===== config.mk =====
export PLATFORM = sky130hd
export DESIGN_NAME = outlier_rejecting_sample_averager_flat
export DESIGN_NICKNAME = d
export VERILOG_FILES = /design/src/rtl/core/orsa_pkg.sv /design/src/rtl/core/orsa_sample_if.sv /design/src/rtl/core/orsa_result_if.sv /design/src/rtl/core/orsa_divider.sv /design/src/rtl/core/outlier_rejecting_sample_averager.sv /design/src/flat_wrapper.sv
export VERILOG_INCLUDE_DIRS = /design/src /design/src/rtl/core
export SDC_FILE = /design/constraint.sdc
export NUM_CORES = 1
export LEC_CHECK = 0
export ABC_CLOCK_PERIOD_IN_PS = 4850
export BUFFER_PORTS_ARGS = -buffer_cell sky130_fd_sc_hd__clkbuf_2
export CORE_UTILIZATION = 54
export DETAILED_ROUTE_END_ITERATION = 7
export HOLD_SLACK_MARGIN = 0.06
export PLACE_DENSITY = 0.78
export SLEW_MARGIN = 30
export SYNTH_ARGS = -nofsm -noshare
export SYNTH_HDL_FRONTEND = slang
export SYNTH_SLANG_ARGS = --single-unit

===== constraint.sdc =====
create_clock -name i_clk -period 4.85 [get_ports i_clk]
set_input_delay 0.485 -clock i_clk [delete_from_list [all_inputs] [get_ports i_clk]]
set_output_delay 0.485 -clock i_clk [all_outputs]
set_load 0.02 [all_outputs]

===== src/rtl/core/outlier_rejecting_sample_averager_defines.svh =====
// Assertion macros for the outlier rejecting sample averager
`ifndef OUTLIER_REJECTING_SAMPLE_AVERAGER_DEFINES_SVH
`define OUTLIER_REJECTING_SAMPLE_AVERAGER_DEFINES_SVH

`ifndef ASSERT_OFF
`define ORSA_ASSERT_ALWAYS(lbl, clk, rst_n, expr, msg) \
    lbl: assert property (@(posedge clk) disable iff (!rst_n) (expr)) else $error(msg);
`define ORSA_ASSERT_IMPLY(lbl, clk, rst_n, ante, cons, msg) \
    lbl: assert property (@(posedge clk) disable iff (!rst_n) (ante) |-> (cons)) else $error(msg);
`else
`define ORSA_ASSERT_ALWAYS(lbl, clk, rst_n, expr, msg)
`define ORSA_ASSERT_IMPLY(lbl, clk, rst_n, ante, cons, msg)
`endif

`endif


===== src/rtl/core/orsa_pkg.sv =====
// Shared constants and types for the outlier rejecting sample averager
`timescale 1ns / 1ps
`default_nettype none

package orsa_pkg;

    localparam int SAMPLE_BITS       = 10;
    localparam int CFG_BITS          = 8;
    localparam int ACC_BITS          = SAMPLE_BITS + CFG_BITS;
    localparam int DIV_CNT_BITS      = $clog2(ACC_BITS);
    localparam int REFERENCE_SAMPLES = 5;
    localparam int REJECT_LIMIT      = 3;
    localparam int REJ_BITS          = 3;
    localparam int ADDR_BITS         = 3;
    localparam int DATA_BITS         = 32;

    localparam logic [CFG_BITS-1:0] SAMPLE_COUNT_RESET = 8'd1;
    localparam logic [CFG_BITS-1:0] TOLERANCE_RESET    = 8'd0;

    localparam logic REG_SAMPLE_COUNT = 1'b0;
    localparam logic REG_TOLERANCE    = 1'b1;

    typedef enum logic [1:0] {
        ST_IDLE,
        ST_DIV,
        ST_WAIT
    } t_state;

    typedef enum logic [1:0] {
        PH_WARMUP,
        PH_REFERENCE,
        PH_ACCEPT
    } t_phase;

    typedef struct packed {
        logic                start;
        logic [ACC_BITS-1:0] dividend;
        logic [CFG_BITS-1:0] divisor;
    } t_div_req;

    typedef struct packed {
        logic                done;
        logic [ACC_BITS-1:0] quotient;
    } t_div_rsp;

endpackage

`default_nettype wire


===== src/rtl/core/orsa_sample_if.sv =====
// Sample input channel
`timescale 1ns / 1ps
`default_nettype none

interface orsa_sample_if;
    logic                            valid;
    logic                            ready;
    logic [orsa_pkg::SAMPLE_BITS-1:0] sample;

    modport source (output valid, output sample, input ready);
    modport sink   (input valid, input sample, output ready);
endinterface

`default_nettype wire


===== src/rtl/core/orsa_result_if.sv =====
// Result output channel
`timescale 1ns / 1ps
`default_nettype none

interface orsa_result_if;
    logic                            valid;
    logic                            ready;
    logic [orsa_pkg::SAMPLE_BITS-1:0] average;
    logic                            status;

    modport source (output valid, output average, output status, input ready);
    modport sink   (input valid, input average, input status, output ready);
endinterface

`default_nettype wire


===== src/rtl/core/orsa_divider.sv =====
// Restoring divider, one quotient bit per cycle
`timescale 1ns / 1ps
`default_nettype none

module orsa_divider (
    input  wire                      i_clk,
    input  wire                      i_rst_n,
    input  wire orsa_pkg::t_div_req  i_req,
    output orsa_pkg::t_div_rsp       o_rsp
);

    logic                                r_busy;
    logic                                r_done;
    logic [orsa_pkg::DIV_CNT_BITS-1:0]   r_cnt;
    logic [orsa_pkg::ACC_BITS-1:0]       r_quo;
    logic [orsa_pkg::CFG_BITS-1:0]       r_rem;
    logic [orsa_pkg::CFG_BITS-1:0]       r_dvs;

    logic [orsa_pkg::CFG_BITS:0]         rem_sh;
    logic [orsa_pkg::CFG_BITS:0]         rem_diff;
    logic                                q_bit;
    logic [orsa_pkg::CFG_BITS-1:0]       n_rem;

    always_comb begin
        rem_sh   = {r_rem, r_quo[orsa_pkg::ACC_BITS-1]};
        rem_diff = rem_sh - {1'b0, r_dvs};
        q_bit    = (rem_sh >= {1'b0, r_dvs});
        n_rem    = q_bit ? rem_diff[orsa_pkg::CFG_BITS-1:0]
                         : rem_sh[orsa_pkg::CFG_BITS-1:0];
    end

    always_ff @(posedge i_clk) begin
        if (!i_rst_n) begin
            r_busy <= 1'b0;
            r_done <= 1'b0;
            r_cnt  <= '0;
        end else begin
            r_done <= 1'b0;
            if (i_req.start) begin
                r_busy <= 1'b1;
                r_cnt  <= '0;
            end else if (r_busy) begin
                r_cnt <= r_cnt + 1'b1;
                if (r_cnt == orsa_pkg::DIV_CNT_BITS'(orsa_pkg::ACC_BITS - 1)) begin
                    r_busy <= 1'b0;
                    r_done <= 1'b1;
                end
            end
        end
    end

    always_ff @(posedge i_clk) begin
        if (i_req.start) begin
            r_quo <= i_req.dividend;
            r_rem <= '0;
            r_dvs <= i_req.divisor;
        end else if (r_busy) begin
            r_quo <= {r_quo[orsa_pkg::ACC_BITS-2:0], q_bit};
            r_rem <= n_rem;
        end
    end

    assign o_rsp.done     = r_done;
    assign o_rsp.quotient = r_quo;

endmodule

`default_nettype wire


===== src/rtl/core/outlier_rejecting_sample_averager.sv =====
// Top level of the outlier rejecting sample averager
// Usage:
//   Samples arrive on i_sample_ch (valid/ready); one beat carries one 10-bit
//   converter result. Readings leave on o_result_ch as average plus status
//   (0 done, 1 too many outliers, average then 0).
//   A reading discards five warm-up samples, averages five more into a
//   reference, then sums samples strictly inside reference +/- tolerance
//   until sample_count of them are taken, 0 counting as 1. The fourth
//   rejection fails it. sample_count and tolerance sit on the APB port at
//   byte 0 and 4; write them only while no reading is in progress.
// Input flow:
//   The input is ready whenever the block is idle. The fifth reference sample
//   and the sample that completes a reading hold the input while they run
//   the shared restoring divider, one quotient bit at a time. A result goes
//   from the divider into the result register and on to the output register;
//   a rejection that fails the reading writes the result register directly.
// Reset and stalls:
//   Synchronous reset sets sample_count 1, tolerance 0 and starts a reading.
//   A result waits in the output register while the receiver stalls; samples
//   keep flowing until a second result is ready, which then holds the block.
`timescale 1ns / 1ps
`default_nettype none
`include "outlier_rejecting_sample_averager_defines.svh"

module outlier_rejecting_sample_averager (
    input  wire                                 i_clk,
    input  wire                                 i_rst_n,
    orsa_sample_if.sink                         i_sample_ch,
    orsa_result_if.source                       o_result_ch,
    input  wire                                 psel,
    input  wire                                 penable,
    input  wire                                 pwrite,
    input  wire  [orsa_pkg::ADDR_BITS-1:0]      paddr,
    input  wire  [orsa_pkg::DATA_BITS-1:0]      pwdata,
    output logic [orsa_pkg::DATA_BITS-1:0]      prdata,
    output logic                                pready
);

    localparam int SB = orsa_pkg::SAMPLE_BITS;
    localparam int CB = orsa_pkg::CFG_BITS;
    localparam int AB = orsa_pkg::ACC_BITS;
    localparam int RB = orsa_pkg::REJ_BITS;

    orsa_pkg::t_state     r_state, n_state;
    orsa_pkg::t_phase     r_phase, n_phase;
    logic [CB-1:0]        r_cnt, n_cnt;
    logic [AB-1:0]        r_acc, n_acc;
    logic [SB-1:0]        r_ref, n_ref;
    logic [RB-1:0]        r_rej, n_rej;
    logic [SB-1:0]        r_res_avg, n_res_avg;
    logic                 r_res_status, n_res_status;
    logic                 r_out_valid, n_out_valid;
    logic [SB-1:0]        r_out_avg, n_out_avg;
    logic                 r_out_status, n_out_status;
    logic [CB-1:0]        r_sample_count;
    logic [CB-1:0]        r_tolerance;

    orsa_pkg::t_div_req   div_req;
    orsa_pkg::t_div_rsp   div_rsp;

    logic                 in_beat;
    logic                 out_free;
    logic [SB-1:0]        s;
    logic [CB-1:0]        n_eff;
    logic [AB-1:0]        acc_sum;
    logic [CB:0]          cnt_inc;
    logic [RB:0]          rej_inc;
    logic [SB:0]          hi;
    logic [SB-1:0]        lo;
    logic                 accepted;

    orsa_divider u_div (
        .i_clk   (i_clk),
        .i_rst_n (i_rst_n),
        .i_req   (div_req),
        .o_rsp   (div_rsp)
    );

    // register port
    always_ff @(posedge i_clk) begin
        if (!i_rst_n) begin
            r_sample_count <= orsa_pkg::SAMPLE_COUNT_RESET;
            r_tolerance    <= orsa_pkg::TOLERANCE_RESET;
        end else if (psel && penable && pwrite && pready) begin
            case (paddr[2])
                orsa_pkg::REG_SAMPLE_COUNT: r_sample_count <= pwdata[CB-1:0];
                orsa_pkg::REG_TOLERANCE:    r_tolerance    <= pwdata[CB-1:0];
                default: ;
            endcase
        end
    end

    always_comb begin
        case (paddr[2])
            orsa_pkg::REG_SAMPLE_COUNT: prdata = orsa_pkg::DATA_BITS'(r_sample_count);
            orsa_pkg::REG_TOLERANCE:    prdata = orsa_pkg::DATA_BITS'(r_tolerance);
            default:                    prdata = '0;
        endcase
    end

    assign pready = 1'b1;

    assign i_sample_ch.ready   = (r_state == orsa_pkg::ST_IDLE);
    assign o_result_ch.valid   = r_out_valid;
    assign o_result_ch.average = r_out_avg;
    assign o_result_ch.status  = r_out_status;

    assign in_beat  = i_sample_ch.valid && i_sample_ch.ready;
    assign out_free = !r_out_valid || o_result_ch.ready;
    assign s        = i_sample_ch.sample;

    always_comb begin
        n_eff    = (r_sample_count == '0) ? CB'(1) : r_sample_count;
        acc_sum  = r_acc + AB'(s);
        cnt_inc  = {1'b0, r_cnt} + 1'b1;
        rej_inc  = {1'b0, r_rej} + 1'b1;
        hi       = {1'b0, r_ref} + (SB+1)'(r_tolerance);
        lo       = (r_ref > SB'(r_tolerance)) ? (r_ref - SB'(r_tolerance)) : '0;
        accepted = (s > lo) && ((SB+1)'(s) < hi);
    end

    always_comb begin
        n_state      = r_state;
        n_phase      = r_phase;
        n_cnt        = r_cnt;
        n_acc        = r_acc;
        n_ref        = r_ref;
        n_rej        = r_rej;
        n_res_avg    = r_res_avg;
        n_res_status = r_res_status;
        n_out_valid  = r_out_valid;
        n_out_avg    = r_out_avg;
        n_out_status = r_out_status;

        div_req.start    = 1'b0;
        div_req.dividend = acc_sum;
        div_req.divisor  = n_eff;

        if (r_out_valid && o_result_ch.ready) begin
            n_out_valid = 1'b0;
        end

        case (r_state)
            orsa_pkg::ST_IDLE: begin
                if (in_beat) begin
                    case (r_phase)
                        orsa_pkg::PH_WARMUP: begin
                            n_cnt = cnt_inc[CB-1:0];
                            if (cnt_inc >= (CB+1)'(orsa_pkg::REFERENCE_SAMPLES)) begin
                                n_phase = orsa_pkg::PH_REFERENCE;
                                n_cnt   = '0;
                                n_acc   = '0;
                            end
                        end
                        orsa_pkg::PH_REFERENCE: begin
                            n_acc = acc_sum;
                            n_cnt = cnt_inc[CB-1:0];
                            if (cnt_inc >= (CB+1)'(orsa_pkg::REFERENCE_SAMPLES)) begin
                                div_req.start   = 1'b1;
                                div_req.divisor = CB'(orsa_pkg::REFERENCE_SAMPLES);
                                n_state         = orsa_pkg::ST_DIV;
                            end
                        end
                        orsa_pkg::PH_ACCEPT: begin
                            if (accepted) begin
                                n_acc = acc_sum;
                                n_cnt = cnt_inc[CB-1:0];
                                if (cnt_inc >= {1'b0, n_eff}) begin
                                    div_req.start = 1'b1;
                                    n_state       = orsa_pkg::ST_DIV;
                                end
                            end else begin
                                n_rej = rej_inc[RB-1:0];
                                if (rej_inc > (RB+1)'(orsa_pkg::REJECT_LIMIT)) begin
                                    n_res_avg    = '0;
                                    n_res_status = 1'b1;
                                    n_phase      = orsa_pkg::PH_WARMUP;
                                    n_cnt        = '0;
                                    n_acc        = '0;
                                    n_ref        = '0;
                                    n_rej        = '0;
                                    n_state      = orsa_pkg::ST_WAIT;
                                end
                            end
                        end
                        default: begin
                            n_phase = orsa_pkg::PH_WARMUP;
                        end
                    endcase
                end
            end
            orsa_pkg::ST_DIV: begin
                if (div_rsp.done) begin
                    if (r_phase == orsa_pkg::PH_REFERENCE) begin
                        n_ref   = div_rsp.quotient[SB-1:0];
                        n_phase = orsa_pkg::PH_ACCEPT;
                        n_cnt   = '0;
                        n_acc   = '0;
                        n_rej   = '0;
                        n_state = orsa_pkg::ST_IDLE;
                    end else begin
                        n_res_avg    = div_rsp.quotient[SB-1:0];
                        n_res_status = 1'b0;
                        n_phase      = orsa_pkg::PH_WARMUP;
                        n_cnt        = '0;
                        n_acc        = '0;
                        n_ref        = '0;
                        n_rej        = '0;
                        n_state      = orsa_pkg::ST_WAIT;
                    end
                end
            end
            orsa_pkg::ST_WAIT: begin
                if (out_free) begin
                    n_out_valid  = 1'b1;
                    n_out_avg    = r_res_avg;
                    n_out_status = r_res_status;
                    n_state      = orsa_pkg::ST_IDLE;
                end
            end
            default: begin
                n_state = orsa_pkg::ST_IDLE;
            end
        endcase
    end

    always_ff @(posedge i_clk) begin
        if (!i_rst_n) begin
            r_state     <= orsa_pkg::ST_IDLE;
            r_phase     <= orsa_pkg::PH_WARMUP;
            r_cnt       <= '0;
            r_acc       <= '0;
            r_ref       <= '0;
            r_rej       <= '0;
            r_out_valid <= 1'b0;
        end else begin
            r_state     <= n_state;
            r_phase     <= n_phase;
            r_cnt       <= n_cnt;
            r_acc       <= n_acc;
            r_ref       <= n_ref;
            r_rej       <= n_rej;
            r_out_valid <= n_out_valid;
        end
    end

    always_ff @(posedge i_clk) begin
        r_res_avg    <= n_res_avg;
        r_res_status <= n_res_status;
        r_out_avg    <= n_out_avg;
        r_out_status <= n_out_status;
    end

    `ORSA_ASSERT_IMPLY(a_div_done_in_div, i_clk, i_rst_n,
        div_rsp.done, r_state == orsa_pkg::ST_DIV,
        "divider finished outside divide state")
    `ORSA_ASSERT_IMPLY(a_fail_zero_avg, i_clk, i_rst_n,
        o_result_ch.valid && o_result_ch.status, o_result_ch.average == '0,
        "failure beat with nonzero average")
    `ORSA_ASSERT_ALWAYS(a_rej_bound, i_clk, i_rst_n,
        r_rej <= RB'(orsa_pkg::REJECT_LIMIT),
        "rejection count beyond limit")

endmodule

`default_nettype wire


===== src/flat_wrapper.sv =====
// flat-port wrapper written by rule: the top's interface ports become plain ports
module outlier_rejecting_sample_averager_flat 
  (i_clk, i_rst_n, psel, penable, pwrite, paddr, pwdata, prdata, pready, i_sample_ch_valid, i_sample_ch_sample, i_sample_ch_ready, o_result_ch_valid, o_result_ch_average, o_result_ch_status, o_result_ch_ready);
  orsa_sample_if i_sample_ch_i ();
  orsa_result_if o_result_ch_i ();
  input  wire i_clk;
  input  wire i_rst_n;
  input  wire psel;
  input  wire penable;
  input  wire pwrite;
  input  wire  [orsa_pkg::ADDR_BITS-1:0] paddr;
  input  wire  [orsa_pkg::DATA_BITS-1:0] pwdata;
  output logic [orsa_pkg::DATA_BITS-1:0] prdata;
  output logic pready;
  input wire logic [$bits(i_sample_ch_i.valid)-1:0] i_sample_ch_valid;
  input wire logic [$bits(i_sample_ch_i.sample)-1:0] i_sample_ch_sample;
  output wire logic [$bits(i_sample_ch_i.ready)-1:0] i_sample_ch_ready;
  output wire logic [$bits(o_result_ch_i.valid)-1:0] o_result_ch_valid;
  output wire logic [$bits(o_result_ch_i.average)-1:0] o_result_ch_average;
  output wire logic [$bits(o_result_ch_i.status)-1:0] o_result_ch_status;
  input wire logic [$bits(o_result_ch_i.ready)-1:0] o_result_ch_ready;
  assign i_sample_ch_i.valid = i_sample_ch_valid;
  assign i_sample_ch_i.sample = i_sample_ch_sample;
  assign i_sample_ch_ready = i_sample_ch_i.ready;
  assign o_result_ch_valid = o_result_ch_i.valid;
  assign o_result_ch_average = o_result_ch_i.average;
  assign o_result_ch_status = o_result_ch_i.status;
  assign o_result_ch_i.ready = o_result_ch_ready;
  outlier_rejecting_sample_averager u_core (.i_clk(i_clk), .i_rst_n(i_rst_n), .i_sample_ch(i_sample_ch_i), .o_result_ch(o_result_ch_i), .psel(psel), .penable(penable), .pwrite(pwrite), .paddr(paddr), .pwdata(pwdata), .prdata(prdata), .pready(pready));
endmodule

==> impl_metrics.yaml, run 1 <==
place:
  count_of_input_and_output_buffers: 46
  place.detailed.hpwl_mm: 12.50
  place_worst_setup_slack_ns: 0.04267
  place.gp.congestion: 0.9022
synthesis:
  synthFlopType: "sky130_fd_sc_hd__dfxtp_1"
  post_synth_most_frequent_cells: "100 x sky130_fd_sc_hd__nand2_1, 75 x sky130_fd_sc_hd__dfxtp_1, 69 x sky130_fd_sc_hd__ha_1"
  post-synth-top-count-cell: "sky130_fd_sc_hd__nand2_1"
  synth-simple-area-share_pct: 18.43
  yosys-top-cells-area: "sky130_fd_sc_hd__dfxtp_1 19%, sky130_fd_sc_hd__edfxtp_1 18%, sky130_fd_sc_hd__ha_1 11%, sky130_fd_sc_hd__nand2_1 4.7%, sky130_fd_sc_hd__xnor2_1 3.2%"
  synth_xor_xnor_area_share_pct: 4.505
  synth_compound_area_share_pct: 17.96
  synth-edff-count: 48
  synth.ff_latch_count: 123
  synthesis.yosys.warnings: 0
  synth.yosys.seq_area_share_pct: 36.92
  synth_top_family_by_area: "simple AND/OR/NAND/NOR gates"
  synthesis.area_per_instance_sq_um: 9.289
  post_synth_instance_area_sq_um: 7970
  synth_fa_ha_area_share_pct: 11.84
  muxShareOfSynthArea_pct: 3.344
  yosys.cell_types.count: 81
  post-synth-top-area-cell: "sky130_fd_sc_hd__dfxtp_1"
  synthCells: 858
  synth_top_area_share_pct: 18.84
  synthArstFlopShare_pct: 0
die:
  core_area_sq_um: 14480
  die_height_um: 123.5
  placement_rows: 44
  die_width_um: 123.5
  die_area_sq_um: 15250
  initial_utilization_pct: 55.05
  num_ports: 98
clock_network:
  clk_root_buf: "sky130_fd_sc_hd__clkbuf_16"
  tritoncts: "built"
  ctsLongestPathBuffers: 2
  clock_tree.htree_level_count: 4
  clock_latency_ns: 0.42
  clock_sink_count: 123
  clk_pin_slew_worst_paths_ns: 0.06
  cts-buffers-inserted: 17
finish:
  seq_area_sq_um: 2943
  area_delta_synth_final_pct: 13.67
  filler_cell_count: 1202
  n_antenna_cell: 0
  multi_input_comb_area_sq_um: 4596
  layout-drive-gt1-share_pct: 15.55
  layout.nets: 1038
power_and_ir_drop:
  sequential_group_share_of_total_power_pct: 36.7
  p_leak_nw: 3.715
  p_int_w: 0.002190
  power.share.clock_pct: 44.7
  total_power_density_per_cell_area_nw_per_um2: 338.9
  ir_worst_vdd_v: 0.0002804
  proportion_of_total_power_due_to_net_switching_pct: 28.68
  total_switching_power_w: 0.0008804
  part_of_the_total_power_dissipated_in_combinational_logic_pct: 18.6
setup_path:
  crit_chain: "inv_1 > ha_1 > nor2b_1 > o21ai_1 > a21oi_1 > o21a_1 > o41a_1 > a211oi_2 > xor2_1 > nand2_1 > ha_1 > a211o_1 > a21oi_1 > a221oi_2 > o31ai_4 > nor3_4 > o2bb2ai_2 > nand4_1 > buf_6 > buf_6 > nand2b_1 > buf_12"
  path_class: "reg -> reg"
  slowest_stage_cell_cp: "sky130_fd_sc_hd__o41a_1"
  worst_path_required_time_ns: 4.98
  reg2regPathDepth: 22
  critPathMaxStageDelay_ns: 0.37
  startpoint_type: "flop"
  biggest_fanout_along_the_worst_timing_path: 18
  critical_path.endpoint_type: "flop"
  crit_arrival_ns: 4.78
timing:
  timing.final.hold_violations: 0
  slew_violations: 0
  finalWorstSetupSlack_ns: 0.1976
  setup_viol: 0
  fmax_mhz: 214.9
  clock-skew-final_ns: 0.007470
  worst_slew_margin_pct: 37.16
  timing.final.crit_period_ns: 4.652
  timing.final.crit_share_pct: 95.93
  worst-slew-pin-transition_ns: 0.9391
  post_route_worst_hold_slack_ns: 0.2905
detailed_routing:
  drt-pass1-iter-count: 5
  route.final.wire_length_mm: 17.28
  initialDrtViolationCount: 475
  detailroute.via_count: 6280
  avgViaCountPerCell: 5.658
  drcViolationCount: 0
  route.detailed.wl_per_inst_um: 15.57
  route.antenna.remaining_nets: 0
grt:
  first_global_vias: 5914
  number_of_antenna_violations_at_the_first_check_in_global_routing: 0
  grt_pass1_wl_mm: 28.43
  globalRoute.totalOverflow: 0
  track_usage_pct: 24.31
  grt_start_max_net_pins: 78
outcome:
  run_status: "finished, final reports clean"
min_path:
  min_path_type: "in -> reg"
  timing.hold.worst_path_depth: 3
job:
  maxCapViolCount: 0
## registers in the layout (all words and copies together) (netlist names), 5 cells and up
register	count
u_core.u_div.r_dvs	8
u_core.r_ref	10
u_core.r_res_avg	10
u_core.r_cnt	8
u_core.r_sample_count	8
u_core.r_acc	18
u_core.u_div.r_quo	18
u_core.o_result_ch.average	10
u_core.u_div.r_cnt	5
u_core.r_tolerance	8
u_core.u_div.r_rem	8
## placed cells by master (no fill, tap or decap), types with 10 or more instances in the layout
cell                        Yosys  routed
sky130_fd_sc_hd__mux2_1        11      11
sky130_fd_sc_hd__nor2b_1       11      11
sky130_fd_sc_hd__a21boi_1      12      12
sky130_fd_sc_hd__nor2_1        44      44
sky130_fd_sc_hd__clkbuf_16      0      17
sky130_fd_sc_hd__xor2_1        12      12
sky130_fd_sc_hd__nand3_1       34      34
sky130_fd_sc_hd__inv_1         51      51
sky130_fd_sc_hd__a22o_1        10      10
sky130_fd_sc_hd__buf_4         27      19
sky130_fd_sc_hd__and2_1        12      12
sky130_fd_sc_hd__nand2_1      100      99
sky130_fd_sc_hd__a21oi_1       45      45
sky130_fd_sc_hd__edfxtp_1      48      48
sky130_fd_sc_hd__dfxtp_1       75      75
sky130_fd_sc_hd__xnor2_1       29      29
sky130_fd_sc_hd__a21o_1        12      12
sky130_fd_sc_hd__nand2b_1      16      16
sky130_fd_sc_hd__conb_1         2      25
sky130_fd_sc_hd__o21ai_0       24      21
sky130_fd_sc_hd__clkbuf_2       0      46
sky130_fd_sc_hd__nand4_1       18      18
sky130_fd_sc_hd__a21boi_0      18      18
sky130_fd_sc_hd__ha_1          69      69
## metal layers
layer / part of all wire, % / vias up / track usage (%)
met5: 0 / - / 0
met4: 1.5 / 0 / 8.886
met3: 4.9 / 18 / 3.828
met2: 48 / 187 / 40.22
met1: 46 / 2939 / 31.99
li1: - / 3136 / -
## logic make-up (layout without fill, tap and decap cells)
logic type               after synthesis  count (layout)
AND/OR/NAND/NOR                      287             287
AO/OA/AOI/OAI                        198             198
flip-flops                           123             123
buffers and inverters                110             155
adder cells (fa/ha/maj)               73              73
XOR/XNOR                              41              41
multiplexers                          24              24
other                                  2              25
## layout make-up
type / instances / share of cell area, %
Inverter: 52 / 2.306
Clock inverter: 14 / 2.292
Tap cell: 184 / 2.541
Timing Repair Buffer: 69 / 4.806
Multi-Input combinational cell: 648 / 50.73
Sequential cell: 123 / 32.48
Timing Repair inverter: 2 / 0.1105
Clock buffer: 18 / 4.737
## through the flow
step / total power (W) / cells / area (sq um) / setup TNS (ns) / util, %
after global routing: 0.003205 / 1110 / 9060 / -0.6248 / 62.57
after detailed placement: 0.001705 / 1072 / 8317 / 0 / 57.44
after global placement: 0.001691 / 1072 / 8317 / 0 / 57.44
after floorplan: 0.001571 / 881 / 8056 / 0 / -
final: 0.003070 / 1110 / 9060 / 0 / 62.57
after CTS: 0.003073 / 1104 / 8954 / 0 / 61.84
## critical path: cells and delay by family, from the launching register on
family,cells,cell delay (ns)
adder cells (fa/ha/maj),2,0.64
AO/OA/AOI/OAI,10,1.93
buffers and inverters,4,0.60
AND/OR/NAND/NOR,5,0.69
XOR/XNOR,1,0.17
flip-flops,1,0.33
## power groups by stage
| stage | registers, W | clock network, W | logic [W] |
|---|---|---|---|
| floorplan | 0.00114 | 0 | 0.000435 |
| CTS | 0.00112 | 0.00139 | 0.000561 |
| detailed placement | 0.00115 | 0 | 0.000559 |
| global placement | 0.00114 | 0 | 0.000546 |
| finish | 0.00113 | 0.00137 | 0.000573 |
| global route | 0.00113 | 0.00144 | 0.000638 |
## repair_timing
action	in CTS	in global routing
setup buffers	0	4
hold buffers	0	0
resized for setup	0	16
endpoints found under the setup margin	0	102
## worst paths after layout
kind	startpoint	endpoint	slack, ns
worst max register to register	u_core.r_tolerance[1]	u_core.u_div.r_quo[9]	0.20
worst min-delay path	pwdata[0]	u_core.r_sample_count[0]	0.29
worst max-delay path	u_core.r_tolerance[1]	u_core.u_div.r_quo[9]	0.20
worst min register to register	u_core.r_res_avg[0]	u_core.o_result_ch.average[0]	0.42
Note: power is estimated with default switching activity, not from simulation.
==> run 2: changes to the inputs <==
CORE_ASPECT_RATIO = 1.75   (was unset)
GPL_ROUTABILITY_DRIVEN = 0   (was unset)
==> impl_metrics.yaml, run 2 (synthesis results as in run 1) <==
outcome:
  run_status: "finished, final reports clean"
detailed_routing:
  detailroute.via_count: 6416
  avgViaCountPerCell: 5.806
  drt-pass1-iter-count: 6
  route.detailed.wl_per_inst_um: 17.21
  initialDrtViolationCount: 290
  route.antenna.remaining_nets: 0
  route.final.wire_length_mm: 19.02
  drcViolationCount: 0
clock_network:
  clock_tree.htree_level_count: 4
  clock_sink_count: 123
  tritoncts: "built"
  clock_latency_ns: 0.42
  ctsLongestPathBuffers: 2
  clk_pin_slew_worst_paths_ns: 0.06
  cts-buffers-inserted: 17
  clk_root_buf: "sky130_fd_sc_hd__clkbuf_16"
power_and_ir_drop:
  p_leak_nw: 3.683
  total_power_density_per_cell_area_nw_per_um2: 324.9
  report.power.total_w: 0.002925
  ir_worst_vdd_v: 0.0002782
grt:
  number_of_antenna_violations_at_the_first_check_in_global_routing: 0
  globalRoute.totalOverflow: 0
  first_global_vias: 6539
  track_usage_pct: 26.21
  grt_start_max_net_pins: 75
  grt_pass1_wl_mm: 30.83
min_path:
  min_path_type: "in -> reg"
place:
  count_of_input_and_output_buffers: 46
  place_worst_setup_slack_ns: 0.08845
  place.detailed.hpwl_mm: 13.74
  post_dp_cell_area_sq_um: 8319
finish:
  finish.utilization_pct: 62.65
  layout.nets: 1037
  layout.cells.most_common_list: "99 x sky130_fd_sc_hd__nand2_1, 75 x sky130_fd_sc_hd__dfxtp_1, 69 x sky130_fd_sc_hd__ha_1"
  n_antenna_cell: 0
  area_delta_synth_final_pct: 12.95
  layout-drive-gt1-share_pct: 15.78
  final_common_cell: "sky130_fd_sc_hd__nand2_1"
  reg.largest.list: "u_core.r_acc: 18 flops, u_core.u_div.r_quo: 18 flops"
  layout.cell_area.non_filler_sq_um: 9002
timing:
  timing.final.hold_violations: 0
  slew_violations: 0
  setup_viol: 0
  fmax_mhz: 217.3
  clock-skew-final_ns: 0.01048
  timing.final.crit_period_ns: 4.602
  worst_slew_margin_pct: 37.66
  timing.final.crit_share_pct: 94.89
  finalWorstSetupSlack_ns: 0.2481
  worst-slew-pin-transition_ns: 0.9317
setup_path:
  worstPathBufferInverterCount: 4
  worst_path_required_time_ns: 4.97
  crit_chain: "inv_1 > ha_1 > nor2b_1 > o21ai_0 > a21oi_1 > o21a_1 > o41a_1 > a211oi_2 > xor2_1 > nand2_1 > ha_1 > a211o_1 > a21oi_1 > a221oi_2 > o31ai_4 > nor3_4 > o2bb2ai_2 > nand4_1 > buf_4 > buf_6 > nand2b_1 > buf_12"
  biggest_fanout_along_the_worst_timing_path: 18
  crit_arrival_ns: 4.72
  cell_class_contributing_the_biggest_share_of_worst_path_delay: "compound AO/OA/AOI/OAI gates"
  critical_path.endpoint_type: "flop"
  startpoint_type: "flop"
  slowest_stage_cell_cp: "sky130_fd_sc_hd__o41a_1"
  critPathMaxStageDelay_ns: 0.36
  path_class: "reg -> reg"
die:
  placement_rows: 58
  initial_utilization_pct: 55.47
  die_width_um: 93.84
  die_area_sq_um: 15270
  die_height_um: 162.7
  num_ports: 98
  core_area_sq_um: 14370
job:
  maxCapViolCount: 0
## run 2: worst paths after layout
check / start / to / slack, ns / cells past startpoint
setup / recovery: u_core.r_tolerance[1] / u_core.u_div.r_quo[6] / 0.25 / 22
hold / removal: pwdata[4] / u_core.r_sample_count[4] / 0.32 / 3
setup reg to reg: u_core.r_tolerance[1] / u_core.u_div.r_quo[6] / 0.25 / 22
hold reg to reg: u_core.r_res_avg[9] / u_core.o_result_ch.average[9] / 0.42 / 0
## run 2: worst min-delay path: cells and delay by family
kind / cells / cell delay [ns]
buffers and inverters: 1 / 0.09
AO/OA/AOI/OAI: 1 / 0.06
AND/OR/NAND/NOR: 1 / 0.05
## run 2: what timing repair did
item | 4_1_cts | 5_1_grt
buffers inserted | 0 | 5
endpoints found under the setup margin | 0 | 102
hold buffers | 0 | 0
resized for setup | 0 | 15
## run 2: report_power, final
group          total (W)  leakage [nW]  internal [W]  switching (W)
combinational   0.000582          2.36      0.000219       0.000363
clock            0.00122         0.280      0.000681       0.000535
sequential       0.00113          1.04       0.00110      0.0000304
total            0.00292          3.68       0.00200       0.000928
## run 2: metrics by stage
step,hold slack [ns],std cells,setup TNS [ns]
after floorplan,0.4003,881,0
after global placement,0.4034,1067,0
after detailed placement,0.4045,1067,0
after CTS,0.3022,1099,0
after global routing,0.3183,1105,-0.08296
final,0.3193,1105,0
## run 2: area by class of cell
cell class	instances	area, sq um
repair inverters	1	6.256
clock inverters	15	147.6
flip-flops and latches	123	2943
multi-input cells	648	4614
fillers	1223	5366
repair buffers	69	431.7
inverters	52	209.0
clock buffers	17	425.4
well taps	180	225.2
## run 2: routing by layer
metal  share of wire [%]  vias to the layer above  track usage (%)
met3                 3.1                       67            4.669
met1                  37                     3048            26.22
met4                 6.3                        0            18.67
li1                    -                     3125                -
met5                   0                        -                0
met2                  54                      176            47.58
==> run 3: changes to the inputs <==
REMOVE_ABC_BUFFERS = 1   (was unset)
==> impl_metrics.yaml, run 3 (synthesis results as in run 1) <==
power_and_ir_drop:
  total_power_density_per_cell_area_nw_per_um2: 346.1
  p_int_w: 0.002282
  power.share.clock_pct: 45.7
  part_of_the_total_power_dissipated_in_combinational_logic_pct: 19.0
  report.power.total_w: 0.003184
  proportion_of_total_power_due_to_net_switching_pct: 28.33
  sequential_group_share_of_total_power_pct: 35.3
  p_leak_nw: 3.768
  total_switching_power_w: 0.0009019
  ir_worst_vdd_v: 0.0002183
detailed_routing:
  initialDrtViolationCount: 321
  route.detailed.wl_per_inst_um: 17.82
  route.antenna.remaining_nets: 0
  detailroute.via_count: 6617
  drcViolationCount: 0
  drt-pass1-iter-count: 7
  avgViaCountPerCell: 5.929
  route.final.wire_length_mm: 19.89
setup_path:
  reg2regPathDepth: 20
  critical_path.endpoint_type: "flop"
  path_class: "reg -> reg"
  slowest_stage_cell_cp: "sky130_fd_sc_hd__a211oi_4"
  critical_path.reg2reg.endpoint: "u_core.r_cnt[3]"
  setup.reg_to_reg.worst_slack_ns: 0.24
  crit_chain: "inv_1 > ha_1 > nor2b_1 > o21ai_1 > a21oi_1 > o21a_1 > o41a_1 > a211oi_2 > xor2_1 > nand2_1 > ha_1 > a211o_1 > a21oi_1 > a221oi_2 > o31ai_4 > buf_4 > o31a_1 > a211oi_4 > nand2_2 > o211ai_2"
  crit_arrival_ns: 4.96
  biggest_fanout_along_the_worst_timing_path: 4
  critPathMaxStageDelay_ns: 0.40
  worst_path_required_time_ns: 5.20
  regToRegStartpoint: "u_core.r_tolerance[1]"
  startpoint_type: "flop"
clock_network:
  tritoncts: "built"
  clk_root_buf: "sky130_fd_sc_hd__clkbuf_16"
  clk_pin_slew_worst_paths_ns: 0.06
  clock_latency_ns: 0.42
  ctsLongestPathBuffers: 2
  clock_sink_count: 123
  clock_tree.htree_level_count: 4
  cts-buffers-inserted: 17
timing:
  worst_slew_margin_pct: 38.41
  slew_violations: 0
  fmax_mhz: 216.9
  timing.final.crit_share_pct: 95.08
  worst-slew-pin-transition_ns: 0.9006
  timing.final.hold_violations: 0
  setup_viol: 0
  setup-tns-final_ns: 0
  timing.final.crit_period_ns: 4.611
  clock-skew-final_ns: 0.008130
finish:
  filler_cell_count: 1195
  layout.nets: 1048
  final_common_cell: "sky130_fd_sc_hd__nand2_1"
  reg.largest.list: "u_core.r_acc: 18 flops, u_core.u_div.r_quo: 18 flops"
  layout-drive-gt1-share_pct: 16.67
  n_antenna_cell: 0
  layout.cells.most_common_list: "99 x sky130_fd_sc_hd__nand2_1, 75 x sky130_fd_sc_hd__dfxtp_1, 69 x sky130_fd_sc_hd__ha_1"
  area_delta_synth_final_pct: 15.45
grt:
  track_usage_pct: 27.16
  grt_pass1_wl_mm: 31.71
  number_of_antenna_violations_at_the_first_check_in_global_routing: 0
  grt_start_max_net_pins: 78
  first_global_vias: 6611
  globalRoute.totalOverflow: 0
job:
  maxCapViolCount: 0
die:
  die_area_sq_um: 15270
  initial_utilization_pct: 55.47
  die_width_um: 93.84
  die_height_um: 162.7
  core_area_sq_um: 14370
  num_ports: 98
  placement_rows: 58
min_path:
  min_path_type: "in -> reg"
  min_delay_worst_endpoint: "u_core.r_sample_count[0]"
  timing.hold.worst_path_depth: 3
  min-delay-start: "pwdata[0]"
place:
  place.detailed.hpwl_mm: 14.36
  count_of_input_and_output_buffers: 46
outcome:
  run_status: "finished, final reports clean"
-- run 3: changes by cell type in the layout (fill, tap and decap cells not counted), moves of 2 or more --
cell,before,now
sky130_fd_sc_hd__inv_8,4,0
sky130_fd_sc_hd__buf_4,20,30
sky130_fd_sc_hd__clkinv_4,4,2
sky130_fd_sc_hd__inv_6,5,2
sky130_fd_sc_hd__bufinv_16,0,5
sky130_fd_sc_hd__clkbuf_16,17,19
sky130_fd_sc_hd__clkinvlp_4,1,3
-- run 3: how the worst max path moves through the flow --
stage	from	endpoint	slack, ns
global placement	u_core.r_tolerance[1]	u_core.r_acc[16]	0.05
finish	u_core.r_tolerance[1]	u_core.r_cnt[3]	0.24
detailed placement	u_core.r_tolerance[1]	u_core.r_acc[16]	-0.06
global route	u_core.r_ref[0]	u_core.r_res_avg[7]	-0.03
CTS	u_core.r_tolerance[1]	u_core.r_cnt[4]	0.04
floorplan	u_core.r_tolerance[1]	u_core.u_div.r_quo[17]	-0.06
-- run 3: critical path, delay by kind of cell (launching register included) --
kind                       cells  cell delay [ns]
adders and majority gates      2             0.63
AOI/OAI and AO/OA             12             2.85
DFF                            1             0.33
buffers and inverters          2             0.24
xor gates and xnor gates       1             0.16
and+or+nand+nor                3             0.35
-- run 3: final cells by class --
type	count	area (sq um)	area share, %
multi-input cells	649	4627	50.29
clock inverters	13	211.5	2.298
flip-flops and latches	123	2943	31.98
well taps	180	225.2	2.448
repair buffers	80	535.5	5.820
clock buffers	19	464.2	5.045
inverters	52	195.2	2.121
-- run 3: power by group through the flow --
stage	sequential, W	combinational, W	clock, W
2_1_floorplan	0.00114	0.000392	0
3_3_place_gp	0.00115	0.000556	0
3_5_place_dp	0.00115	0.000569	0
4_1_cts	0.00113	0.000579	0.00146
5_1_grt	0.00113	0.000665	0.00150
6_report	0.00113	0.000605	0.00145
-- run 3: stage by stage --
step                      hold WS [ns]  utilization (%)  setup WS (ns)  cells  instance area (sq um)
after detailed placement        0.4054            58.37       -0.06208   1077                   8387
final                           0.3167            64.04         0.2386   1116                   9201
after global routing            0.3190            64.04       -0.03289   1116                   9201
after global placement          0.4007            58.32        0.04528   1077                   8379
after CTS                       0.3128            63.11        0.04240   1110                   9069
after floorplan                 0.4003                -       -0.05771    823                   7701
-- run 3: metal layers --
layer,wire length [um],track usage (%),up-vias,part of all wire (%)
met5,0,0,-,0
met4,1197,18.53,0,6.0
met3,696,5.229,90,3.5
met2,10700,50.17,217,54
met1,7289,26.51,3160,37
li1,-,-,3150,-
-- run 3: what timing repair did --
action / CTS / global route
gates cloned: 1 / 1
buffers inserted: 0 / 5
setup endpoints to repair: 6 / 90
hold buffers: 0 / 0
pin swaps: 1 / 3
resized for setup: 0 / 13
